**src/hw/rtl/curve_subdivision_step_assert.svh**
```systemverilog
// Assertion macros used by the curve subdivision RTL.
`ifndef CURVE_SUBDIVISION_STEP_ASSERT_SVH
`define CURVE_SUBDIVISION_STEP_ASSERT_SVH

`ifndef ASSERT_OFF
// Check prop at every rising clock edge outside reset.
`define CSUB_ASSERT(lbl, clk, rst_n, prop, msg) \
    lbl: assert property (@(posedge clk) disable iff (!rst_n) (prop)) else $error(msg);
// Check that cond never holds outside reset.
`define CSUB_ASSERT_NEVER(lbl, clk, rst_n, cond, msg) \
    lbl: assert property (@(posedge clk) disable iff (!rst_n) !(cond)) else $error(msg);
`else
`define CSUB_ASSERT(lbl, clk, rst_n, prop, msg)
`define CSUB_ASSERT_NEVER(lbl, clk, rst_n, cond, msg)
`endif

`endif

```
**src/hw/rtl/csub_pkg.sv**
```systemverilog
// Shared types and constants of the curve subdivision block.
package csub_pkg;

    localparam int DEF_COORD_WIDTH = 24;
    localparam int MAX_RES         = 4;
    localparam int RES_IDX_W       = $clog2(MAX_RES);
    localparam int QDEPTH          = 2;

    // Term slots carried with every job
    localparam int T_A     = 0;
    localparam int T_H1    = 1;
    localparam int T_H0    = 2;
    localparam int T_P     = 3;
    localparam int T_G     = 4;
    localparam int NTERM   = 5;
    localparam int GUARD_W = 2;

    typedef enum logic [2:0] {
        K_PT,
        K_MID,
        K_VTX,
        K_FR1,
        K_HIST,
        K_FR2
    } t_kind;

    typedef struct packed {
        t_kind [MAX_RES-1:0]  kinds;
        logic [RES_IDX_W-1:0] last_idx;
        logic                 last;
    } t_job_ctrl;

endpackage

```
**src/hw/rtl/csub_point_if.sv**
```systemverilog
// Valid/ready channel carrying one curve point.
interface csub_point_if #(
    parameter int COORD_WIDTH = csub_pkg::DEF_COORD_WIDTH
);
    logic                          valid;
    logic                          ready;
    logic signed [COORD_WIDTH-1:0] x;
    logic signed [COORD_WIDTH-1:0] y;
    logic                          last;

    modport source (output valid, x, y, last, input ready);
    modport sink   (input valid, x, y, last, output ready);
endinterface

```
**src/hw/rtl/curve_subdivision_step.sv**
```systemverilog
// Top level of one curve subdivision level: front end, job queue and back end.
//
//  channel  | dir | handshake       | payload
//  i_pt     | in  | valid / ready   | x, y (signed Q16.8), last
//  o_pt     | out | valid / ready   | x, y (signed Q16.8, saturated), last
//  cfg      | in  | i_cfg_we        | i_cfg_wdata = scheme mode
//
//  A point is accepted while the job queue has room; its results (zero to four per
//  point) leave one per cycle from the output register unless the output stalls, so
//  the back end sets the rate. An accepted point's job is written into the queue, and
//  the back end then loads its first result into the output register. Reset is
//  synchronous, active low, and clears the mode, the point count, the queue and the
//  output valid flag. A stalled output holds its point; the queue lets the input keep
//  flowing meanwhile, until it fills.
module curve_subdivision_step #(
    parameter int COORD_WIDTH = csub_pkg::DEF_COORD_WIDTH
) (
    input  logic         i_clk,
    input  logic         i_rst_n,
    input  logic         i_cfg_we,
    input  logic         i_cfg_wdata,
    csub_point_if.sink   i_pt,
    csub_point_if.source o_pt
);
    localparam int JOBW = csub_pkg::NTERM * (COORD_WIDTH + csub_pkg::GUARD_W) * 2
                          + $bits(csub_pkg::t_job_ctrl);

    logic            w_push, w_pop, w_full, w_empty;
    logic [JOBW-1:0] w_job_in, w_job_out;

    csub_front #(
        .COORD_WIDTH (COORD_WIDTH)
    ) u_front (
        .i_clk       (i_clk),
        .i_rst_n     (i_rst_n),
        .i_cfg_we    (i_cfg_we),
        .i_cfg_wdata (i_cfg_wdata),
        .i_pt        (i_pt),
        .i_q_full    (w_full),
        .o_push      (w_push),
        .o_job       (w_job_in)
    );

    csub_fifo #(
        .DW    (JOBW),
        .DEPTH (csub_pkg::QDEPTH)
    ) u_fifo (
        .i_clk   (i_clk),
        .i_rst_n (i_rst_n),
        .i_push  (w_push),
        .i_data  (w_job_in),
        .i_pop   (w_pop),
        .o_data  (w_job_out),
        .o_full  (w_full),
        .o_empty (w_empty)
    );

    csub_back #(
        .COORD_WIDTH (COORD_WIDTH)
    ) u_back (
        .i_clk     (i_clk),
        .i_rst_n   (i_rst_n),
        .i_q_empty (w_empty),
        .i_job     (w_job_out),
        .o_pop     (w_pop),
        .o_pt      (o_pt)
    );
endmodule

```
**src/hw/rtl/csub_front.sv**
```systemverilog
// Front end: accepts control points, keeps history and classifies each point into a job.
module csub_front #(
    parameter int COORD_WIDTH = csub_pkg::DEF_COORD_WIDTH
) (
    input  logic             i_clk,
    input  logic             i_rst_n,
    input  logic             i_cfg_we,
    input  logic             i_cfg_wdata,
    csub_point_if.sink       i_pt,
    input  logic             i_q_full,
    output logic             o_push,
    output logic [csub_pkg::NTERM*(COORD_WIDTH+csub_pkg::GUARD_W)*2
                  + $bits(csub_pkg::t_job_ctrl)-1:0] o_job
);
    localparam int SW = COORD_WIDTH + csub_pkg::GUARD_W;

    logic                          r_mode;
    logic [1:0]                    r_seen;
    logic signed [COORD_WIDTH-1:0] r_hx [3];
    logic signed [COORD_WIDTH-1:0] r_hy [3];

    logic                             w_accept;
    logic                             w_has_res;
    csub_pkg::t_job_ctrl              w_ctrl;
    logic [csub_pkg::NTERM-1:0][SW-1:0] w_tx;
    logic [csub_pkg::NTERM-1:0][SW-1:0] w_ty;
    logic signed [SW-1:0] w_px, w_py;
    logic signed [SW-1:0] w_h0x, w_h0y, w_h1x, w_h1y, w_h2x, w_h2y;

    assign i_pt.ready = !i_q_full;
    assign w_accept   = i_pt.valid && i_pt.ready;

    assign w_px  = {{csub_pkg::GUARD_W{i_pt.x[COORD_WIDTH-1]}}, i_pt.x};
    assign w_py  = {{csub_pkg::GUARD_W{i_pt.y[COORD_WIDTH-1]}}, i_pt.y};
    assign w_h0x = {{csub_pkg::GUARD_W{r_hx[0][COORD_WIDTH-1]}}, r_hx[0]};
    assign w_h0y = {{csub_pkg::GUARD_W{r_hy[0][COORD_WIDTH-1]}}, r_hy[0]};
    assign w_h1x = {{csub_pkg::GUARD_W{r_hx[1][COORD_WIDTH-1]}}, r_hx[1]};
    assign w_h1y = {{csub_pkg::GUARD_W{r_hy[1][COORD_WIDTH-1]}}, r_hy[1]};
    assign w_h2x = {{csub_pkg::GUARD_W{r_hx[2][COORD_WIDTH-1]}}, r_hx[2]};
    assign w_h2y = {{csub_pkg::GUARD_W{r_hy[2][COORD_WIDTH-1]}}, r_hy[2]};

    always_comb begin
        w_tx[csub_pkg::T_A]  = (r_seen == 2'd2) ? (w_h1x <<< 1) - w_h0x : w_h2x;
        w_ty[csub_pkg::T_A]  = (r_seen == 2'd2) ? (w_h1y <<< 1) - w_h0y : w_h2y;
        w_tx[csub_pkg::T_H1] = w_h1x;
        w_ty[csub_pkg::T_H1] = w_h1y;
        w_tx[csub_pkg::T_H0] = w_h0x;
        w_ty[csub_pkg::T_H0] = w_h0y;
        w_tx[csub_pkg::T_P]  = w_px;
        w_ty[csub_pkg::T_P]  = w_py;
        w_tx[csub_pkg::T_G]  = (w_px <<< 1) - w_h0x;
        w_ty[csub_pkg::T_G]  = (w_py <<< 1) - w_h0y;
    end

    always_comb begin
        for (int k = 0; k < csub_pkg::MAX_RES; k++) begin
            w_ctrl.kinds[k] = csub_pkg::K_PT;
        end
        w_ctrl.last_idx = '0;
        w_ctrl.last     = i_pt.last;
        w_has_res       = 1'b1;
        case (r_seen)
            2'd0: begin
                w_ctrl.kinds[0] = csub_pkg::K_PT;
            end
            2'd1: begin
                if (!r_mode) begin
                    w_ctrl.kinds[0] = i_pt.last ? csub_pkg::K_PT : csub_pkg::K_MID;
                end else if (i_pt.last) begin
                    w_ctrl.kinds[0] = csub_pkg::K_MID;
                    w_ctrl.kinds[1] = csub_pkg::K_PT;
                    w_ctrl.last_idx = csub_pkg::RES_IDX_W'(1);
                end else begin
                    w_has_res = 1'b0;
                end
            end
            default: begin
                if (!r_mode) begin
                    w_ctrl.kinds[0] = csub_pkg::K_VTX;
                    w_ctrl.kinds[1] = csub_pkg::K_MID;
                    w_ctrl.kinds[2] = csub_pkg::K_PT;
                    w_ctrl.last_idx = csub_pkg::RES_IDX_W'(i_pt.last ? 2 : 1);
                end else begin
                    w_ctrl.kinds[0] = csub_pkg::K_FR1;
                    w_ctrl.kinds[1] = csub_pkg::K_HIST;
                    w_ctrl.kinds[2] = csub_pkg::K_FR2;
                    w_ctrl.kinds[3] = csub_pkg::K_PT;
                    w_ctrl.last_idx = csub_pkg::RES_IDX_W'(i_pt.last ? 3 : 1);
                end
            end
        endcase
    end

    assign o_push = w_accept && w_has_res;
    assign o_job  = {w_ctrl, w_tx, w_ty};

    always_ff @(posedge i_clk) begin
        if (!i_rst_n) begin
            r_mode <= 1'b0;
            r_seen <= 2'd0;
        end else begin
            if (i_cfg_we) begin
                r_mode <= i_cfg_wdata;
            end
            if (w_accept) begin
                if (i_pt.last) begin
                    r_seen <= 2'd0;
                end else if (r_seen != 2'd3) begin
                    r_seen <= r_seen + 2'd1;
                end
            end
        end
    end

    always_ff @(posedge i_clk) begin
        if (w_accept && !i_pt.last) begin
            r_hx[2] <= r_hx[1];
            r_hy[2] <= r_hy[1];
            r_hx[1] <= r_hx[0];
            r_hy[1] <= r_hy[0];
            r_hx[0] <= i_pt.x;
            r_hy[0] <= i_pt.y;
        end
    end
endmodule

```
**src/hw/rtl/csub_fifo.sv**
```systemverilog
// Short job queue between the front and back ends.
module csub_fifo #(
    parameter int DW    = 8,
    parameter int DEPTH = csub_pkg::QDEPTH
) (
    input  logic          i_clk,
    input  logic          i_rst_n,
    input  logic          i_push,
    input  logic [DW-1:0] i_data,
    input  logic          i_pop,
    output logic [DW-1:0] o_data,
    output logic          o_full,
    output logic          o_empty
);
    localparam int PW = (DEPTH > 1) ? $clog2(DEPTH) : 1;
    localparam int CW = $clog2(DEPTH + 1);

    logic [DW-1:0] r_mem [DEPTH];
    logic [PW-1:0] r_wp, r_rp;
    logic [CW-1:0] r_cnt;

    assign o_full  = (r_cnt == CW'(DEPTH));
    assign o_empty = (r_cnt == '0);
    assign o_data  = r_mem[r_rp];

    always_ff @(posedge i_clk) begin
        if (!i_rst_n) begin
            r_wp  <= '0;
            r_rp  <= '0;
            r_cnt <= '0;
        end else begin
            if (i_push) begin
                r_wp <= (r_wp == PW'(DEPTH - 1)) ? '0 : r_wp + 1'b1;
            end
            if (i_pop) begin
                r_rp <= (r_rp == PW'(DEPTH - 1)) ? '0 : r_rp + 1'b1;
            end
            if (i_push && !i_pop) begin
                r_cnt <= r_cnt + 1'b1;
            end else if (i_pop && !i_push) begin
                r_cnt <= r_cnt - 1'b1;
            end
        end
    end

    always_ff @(posedge i_clk) begin
        if (i_push) begin
            r_mem[r_wp] <= i_data;
        end
    end
endmodule

```
**src/hw/rtl/csub_back.sv**
```systemverilog
// Back end: evaluates each job's points into an output register, one per unstalled cycle.
`include "curve_subdivision_step_assert.svh"
module csub_back #(
    parameter int COORD_WIDTH = csub_pkg::DEF_COORD_WIDTH
) (
    input  logic             i_clk,
    input  logic             i_rst_n,
    input  logic             i_q_empty,
    input  logic [csub_pkg::NTERM*(COORD_WIDTH+csub_pkg::GUARD_W)*2
                  + $bits(csub_pkg::t_job_ctrl)-1:0] i_job,
    output logic             o_pop,
    csub_point_if.source     o_pt
);
    localparam int SW = COORD_WIDTH + csub_pkg::GUARD_W;
    localparam int EW = SW + 4;
    localparam int TW = csub_pkg::NTERM * SW;
    localparam int CTW = $bits(csub_pkg::t_job_ctrl);

    csub_pkg::t_job_ctrl                w_ctrl;
    logic [csub_pkg::NTERM-1:0][SW-1:0] w_tx, w_ty;
    csub_pkg::t_kind                    w_kind;
    logic                               w_step;
    logic                               w_end;

    logic [csub_pkg::RES_IDX_W-1:0] r_idx;
    logic                           r_ov;
    logic signed [COORD_WIDTH-1:0]  r_x, r_y;
    logic                           r_last;

    function automatic logic signed [COORD_WIDTH-1:0] calc(
        input csub_pkg::t_kind k,
        input logic [csub_pkg::NTERM-1:0][SW-1:0] t
    );
        logic signed [EW-1:0] a, b, c, d, g, v;
        logic signed [COORD_WIDTH-1:0] res;
        a = {{(EW-SW){t[csub_pkg::T_A][SW-1]}},  t[csub_pkg::T_A]};
        b = {{(EW-SW){t[csub_pkg::T_H1][SW-1]}}, t[csub_pkg::T_H1]};
        c = {{(EW-SW){t[csub_pkg::T_H0][SW-1]}}, t[csub_pkg::T_H0]};
        d = {{(EW-SW){t[csub_pkg::T_P][SW-1]}},  t[csub_pkg::T_P]};
        g = {{(EW-SW){t[csub_pkg::T_G][SW-1]}},  t[csub_pkg::T_G]};
        case (k)
            csub_pkg::K_MID:  v = (c + d) >>> 1;
            csub_pkg::K_VTX:  v = (b + (c <<< 2) + (c <<< 1) + d) >>> 3;
            csub_pkg::K_FR1:  v = ((b <<< 3) + b + (c <<< 3) + c - a - d) >>> 4;
            csub_pkg::K_FR2:  v = ((c <<< 3) + c + (d <<< 3) + d - b - g) >>> 4;
            csub_pkg::K_HIST: v = c;
            default:          v = d;
        endcase
        if (v[EW-1:COORD_WIDTH-1] == {(EW-COORD_WIDTH+1){v[EW-1]}}) begin
            res = v[COORD_WIDTH-1:0];
        end else if (v[EW-1]) begin
            res = {1'b1, {(COORD_WIDTH-1){1'b0}}};
        end else begin
            res = {1'b0, {(COORD_WIDTH-1){1'b1}}};
        end
        return res;
    endfunction

    assign w_ctrl = i_job[2*TW +: CTW];
    assign w_tx   = i_job[TW +: TW];
    assign w_ty   = i_job[0 +: TW];
    assign w_kind = w_ctrl.kinds[r_idx];

    assign w_step = !i_q_empty && (!r_ov || o_pt.ready);
    assign w_end  = (r_idx == w_ctrl.last_idx);
    assign o_pop  = w_step && w_end;

    assign o_pt.valid = r_ov;
    assign o_pt.x     = r_x;
    assign o_pt.y     = r_y;
    assign o_pt.last  = r_last;

    always_ff @(posedge i_clk) begin
        if (!i_rst_n) begin
            r_idx <= '0;
            r_ov  <= 1'b0;
        end else begin
            if (w_step) begin
                r_ov  <= 1'b1;
                r_idx <= w_end ? '0 : r_idx + 1'b1;
            end else if (o_pt.ready) begin
                r_ov <= 1'b0;
            end
        end
    end

    always_ff @(posedge i_clk) begin
        if (w_step) begin
            r_x    <= calc(w_kind, w_tx);
            r_y    <= calc(w_kind, w_ty);
            r_last <= w_ctrl.last && w_end;
        end
    end

    `CSUB_ASSERT(a_idx_in_job, i_clk, i_rst_n, !i_q_empty |-> (r_idx <= w_ctrl.last_idx), "result index past job end")
    `CSUB_ASSERT(a_job_held, i_clk, i_rst_n, (r_idx != '0) |-> !i_q_empty, "job left queue before its last result")
    `CSUB_ASSERT(a_last_flag, i_clk, i_rst_n, (w_step && !(w_end && w_ctrl.last)) |=> !r_last, "last flag on an inner result")
endmodule

```
**src/flat_wrapper.sv**
```systemverilog
// flat-port wrapper written by rule: the top's interface ports become plain ports
module curve_subdivision_step_flat 
#(
    parameter int COORD_WIDTH = csub_pkg::DEF_COORD_WIDTH
)
  (i_clk, i_rst_n, i_cfg_we, i_cfg_wdata, i_pt_valid, i_pt_x, i_pt_y, i_pt_last, i_pt_ready, o_pt_valid, o_pt_x, o_pt_y, o_pt_last, o_pt_ready);
  csub_point_if #(.COORD_WIDTH(COORD_WIDTH)) i_pt_i ();
  csub_point_if #(.COORD_WIDTH(COORD_WIDTH)) o_pt_i ();
  input  logic i_clk;
  input  logic i_rst_n;
  input  logic i_cfg_we;
  input  logic i_cfg_wdata;
  input wire logic [$bits(i_pt_i.valid)-1:0] i_pt_valid;
  input wire logic [$bits(i_pt_i.x)-1:0] i_pt_x;
  input wire logic [$bits(i_pt_i.y)-1:0] i_pt_y;
  input wire logic [$bits(i_pt_i.last)-1:0] i_pt_last;
  output wire logic [$bits(i_pt_i.ready)-1:0] i_pt_ready;
  output wire logic [$bits(o_pt_i.valid)-1:0] o_pt_valid;
  output wire logic [$bits(o_pt_i.x)-1:0] o_pt_x;
  output wire logic [$bits(o_pt_i.y)-1:0] o_pt_y;
  output wire logic [$bits(o_pt_i.last)-1:0] o_pt_last;
  input wire logic [$bits(o_pt_i.ready)-1:0] o_pt_ready;
  assign i_pt_i.valid = i_pt_valid;
  assign i_pt_i.x = i_pt_x;
  assign i_pt_i.y = i_pt_y;
  assign i_pt_i.last = i_pt_last;
  assign i_pt_ready = i_pt_i.ready;
  assign o_pt_valid = o_pt_i.valid;
  assign o_pt_x = o_pt_i.x;
  assign o_pt_y = o_pt_i.y;
  assign o_pt_last = o_pt_i.last;
  assign o_pt_i.ready = o_pt_ready;
  curve_subdivision_step #(.COORD_WIDTH(COORD_WIDTH)) u_core (.i_clk(i_clk), .i_rst_n(i_rst_n), .i_cfg_we(i_cfg_we), .i_cfg_wdata(i_cfg_wdata), .i_pt(i_pt_i), .o_pt(o_pt_i));
endmodule
```
**config.mk**
```make
export PLATFORM = sky130hd
export DESIGN_NAME = curve_subdivision_step_flat
export DESIGN_NICKNAME = d
export VERILOG_FILES = /design/src/hw/rtl/csub_pkg.sv /design/src/hw/rtl/csub_point_if.sv /design/src/hw/rtl/curve_subdivision_step.sv /design/src/hw/rtl/csub_front.sv /design/src/hw/rtl/csub_fifo.sv /design/src/hw/rtl/csub_back.sv /design/src/flat_wrapper.sv
export VERILOG_INCLUDE_DIRS = /design/src /design/src/hw/rtl
export SDC_FILE = /design/constraint.sdc
export NUM_CORES = 2
export LEC_CHECK = 0
export ABC_AREA = 1
export CAP_MARGIN = 20
export CORE_ASPECT_RATIO = 1.25
export CORE_MARGIN = 8
export CORE_UTILIZATION = 30
export DETAILED_ROUTE_END_ITERATION = 6
export DONT_BUFFER_PORTS = 1
export GPL_ROUTABILITY_DRIVEN = 0
export RECOVER_POWER = 50
export REMOVE_ABC_BUFFERS = 1
export SYNTH_ARGS = -nofsm -noshare
export SYNTH_HDL_FRONTEND = slang
export SYNTH_SLANG_ARGS = --single-unit
```
**constraint.sdc**
```tcl
create_clock -name i_clk -period 28 [get_ports i_clk]
set_clock_uncertainty 0.15 [all_clocks]
set_input_delay 4.2 -clock i_clk [delete_from_list [all_inputs] [get_ports i_clk]]
set_output_delay 4.2 -clock i_clk [all_outputs]
set_load 0.01 [all_outputs]
```
==> impl_metrics.tcl <==
set metrics [dict create \
    drt_iter0_drc 4409 \
    max_slew_margin_pct -132.7 \
    io_pins 106 \
    regArea_um2 21210 \
    worst_pin_slew_ns 3.491 \
    worst_path_max_delay_cell "clkinvlp_2" \
    grt_use_total_pct 17.84 \
    crit_required_ns 28.28 \
    yosysSeqAreaShare_pct 36.54 \
    cpPeakStageDelay_ns 2.84 \
    ys_async_sr_fraction_pct 0 \
    placed_cell_area_um2 61290 \
    num_rows 180 \
    cts-root-buf "clkbuf_16" \
    port_buffers 0 \
    worst-setup-path-type "reg2reg" \
    num_vias 46450 \
    dpl.hpwl_mm 152.8 \
    dr.max_layer_used "met4" \
    via_per_inst 5.061 \
    worstSetupEndpointType "flop" \
    dr_wl_met2_mm 92.96 \
    synth_area_um2 58040 \
    dr.pass1.iters 6 \
    critPathArrivalTime_ns 11.97 \
    cp_num_cells 27 \
    critPathTopFamily "buffers and inverters" \
    final_common_cell "nand2_1" \
    clk_path_buf_depth 3 \
    start_util_pct 30.18 \
    layout.nets 7456 \
    final-max-slew-violation-count 393 \
    grt_pass1_wl_mm 285.3 \
    postCtsHoldBufs 0 \
    layout_common_cells "1431 x nand2_1, 1121 x inv_1, 699 x edfxtp_1" \
    reg2reg_depth 27 \
    fin_crit_ns 11.70 \
    finalSetupTns_ns 0 \
    area.growth.synth_to_final_pct 10.17 \
    path_common_cell "nand2_1" \
    cts_sinks 710 \
    met1Wirelength_mm 74.05 \
    cts_setup_buffers 0 \
    drive_gt1_share_pct 6.036 \
    setup_viol 0 \
    hold_class "reg2reg" \
    die-area_um2 207900 \
    cts_buffers 81 \
    antenna_found_initial 2 \
    path_clk_slew_ns 0.06 \
    grt_max_degree 112 \
    wl_per_cell_um 20.97 \
    fp.dieW_um 409.4 \
    worst-path-buf-inv 6 \
    max_cap_viol_count 8 \
    failed_checks "max-capacitance violations, max-slew violations" \
    tritoncts "yes" \
    die_y_um 507.8 \
    grt_overflow 0 \
    hold_depth 2 \
    synth_edf_count 699 \
    finalInstanceArea_um2 63940 \
    status "complete, but fails checks" \
    syn_area_per_cell_um2 8.909 \
    ys_types 61 \
    final-hold-violation-count 0 \
    antenna_left 0 \
    nFillCells 19840 \
    start_kind "flop" \
    cts_max_level 3 \
    ys_warn_count 0 \
    worstPathMaxFanout 90 \
    dr_wl_met3_mm 15.06 \
    insertion_delay_ns 0.70 \
    rsz0062_at_grt "no" \
    synth_seq_cells 710 \
    drc 0 \
    max_freq_ghz 0.08550 \
    grt_pass1_vias 46870 \
    synth_flop_cell "edfxtp_1" \
    drt-total-wl_mm 192.5 \
    core-area_um2 192300 \
    fin_crit_sh_pct 41.77 \
    ctsResizeCount 0 \
    syn-instance-count 6515 \
    multi_input_area_um2 32110 \
]
-- sequential cells by signal, indices dropped and copies added, names as in the netlist, named ones only --
| register | flops |
|---|---|
| u_core.u_fifo.r_mem | 506 |
| u_core.u_front.r_hx | 72 |
| u_core.u_front.r_hy | 72 |
| u_core.u_back.o_pt.x | 24 |
| u_core.u_back.o_pt.y | 24 |
| u_core.u_back.r_idx | 2 |
| u_core.u_fifo.r_cnt | 2 |
| u_core.u_front.r_seen | 2 |
| u_core.u_back.o_pt.last | 1 |
| u_core.u_back.o_pt.valid | 1 |
| u_core.u_fifo.r_rp | 1 |
| u_core.u_fifo.r_wp | 1 |
| u_core.u_front.r_mode | 1 |
-- synthesized netlist by cell type (15+ instances only) --
library cell | instances | share of area (%)
nor3_1 | 61 | 0.53
nand2_2 | 27 | 0.29
nand3_1 | 288 | 2.5
nand4_1 | 36 | 0.39
edfxtp_1 | 699 | 36
ha_1 | 330 | 7.1
a31oi_1 | 29 | 0.31
nand3b_1 | 20 | 0.26
o211ai_1 | 22 | 0.28
xnor2_1 | 50 | 0.75
xor2_1 | 69 | 1.0
a21boi_0 | 15 | 0.19
o21a_1 | 17 | 0.22
o21ai_0 | 460 | 4.0
fa_1 | 510 | 18
nand2_1 | 1431 | 9.3
inv_1 | 1121 | 7.2
nor4_1 | 22 | 0.24
a21o_1 | 33 | 0.43
o21bai_1 | 30 | 0.39
clkbuf_1 | 66 | 0.43
nor2_1 | 429 | 2.8
or2_2 | 151 | 1.6
buf_2 | 25 | 0.22
a21oi_1 | 454 | 3.9
-- cells by family (layout without fill, tap and decap cells) --
group / after synthesis / in the layout / synth area share, %
AOI/OAI and AO/OA: 1112 / 1112 / 10.43
buffers and inverters: 1241 / 1353 / 8.217
DFF: 710 / 710 / 36.54
adders and majority gates: 840 / 840 / 24.70
other: 0 / 2 / 0
muxes: 2 / 2 / 0.03449
xor gates and xnor gates: 119 / 119 / 1.796
and+or+nand+nor: 2491 / 2491 / 18.27
-- metrics by stage --
step	setup WS, ns	instances	hold WS [ns]	util (%)
after floorplan	11.76	6408	0.3083	-
after global placement	20.26	9019	0.3256	31.86
after detailed placement	20.22	9023	0.3374	31.87
after CTS	20.23	9172	0.3525	33.25
after global routing	15.59	9175	0.3620	33.24
final	16.30	9177	0.3544	33.25
-- layer usage --
| metal | up-vias | track usage [%] |
|---|---|---|
| li1 | 21350 | - |
| met3 | 546 | 3.266 |
| met5 | - | 0 |
| met2 | 2107 | 30.96 |
| met4 | 0 | 8.351 |
| met1 | 22440 | 21.37 |
-- worst reg2reg max path: stages (launching register included) --
cell	delay, ns
dfxtp_1	1.15
clkinvlp_2	2.86
buf_4	1.16
buf_4	0.43
or2_2	0.45
o21ai_0	0.37
inv_1	0.36
fa_1	0.58
fa_1	0.55
inv_1	0.06
fa_1	0.51
inv_1	0.07
ha_1	0.34
a21oi_1	0.10
o21ai_0	0.42
a21oi_1	0.17
nor2_1	0.14
nor2_1	0.07
nand2_1	0.06
nand2_1	0.05
nand3_1	0.07
nand2_1	0.09
nor2_1	0.20
nand4_1	0.15
nand2_2	0.44
nand2_2	0.15
nand2_4	0.22
nand2_1	0.10
-- final cells by class --
type	instances	share of cell area [%]
tap	2548	4.986
antenna	2	0.007827
inverter	1134	6.659
clock inverter	52	0.8394
sequential	710	33.17
clock buffer	97	3.330
multi-input combinational	4564	50.21
timing repair buffer	70	0.7964
-- final timing paths --
check | start | end | slack [ns]
worst min register to register | u_core.u_front.r_seen[1] | u_core.u_front.r_seen[1] | 0.35
worst max register to register | flop | u_core.u_back.o_pt.x[0] | 16.30
worst min-delay path | u_core.u_front.r_seen[1] | u_core.u_front.r_seen[1] | 0.35
worst max-delay path | flop | u_core.u_back.o_pt.x[0] | 16.30
Power is not shown: default switching activity piles up to over one toggle a cycle in this logic, so the estimate is an artifact.
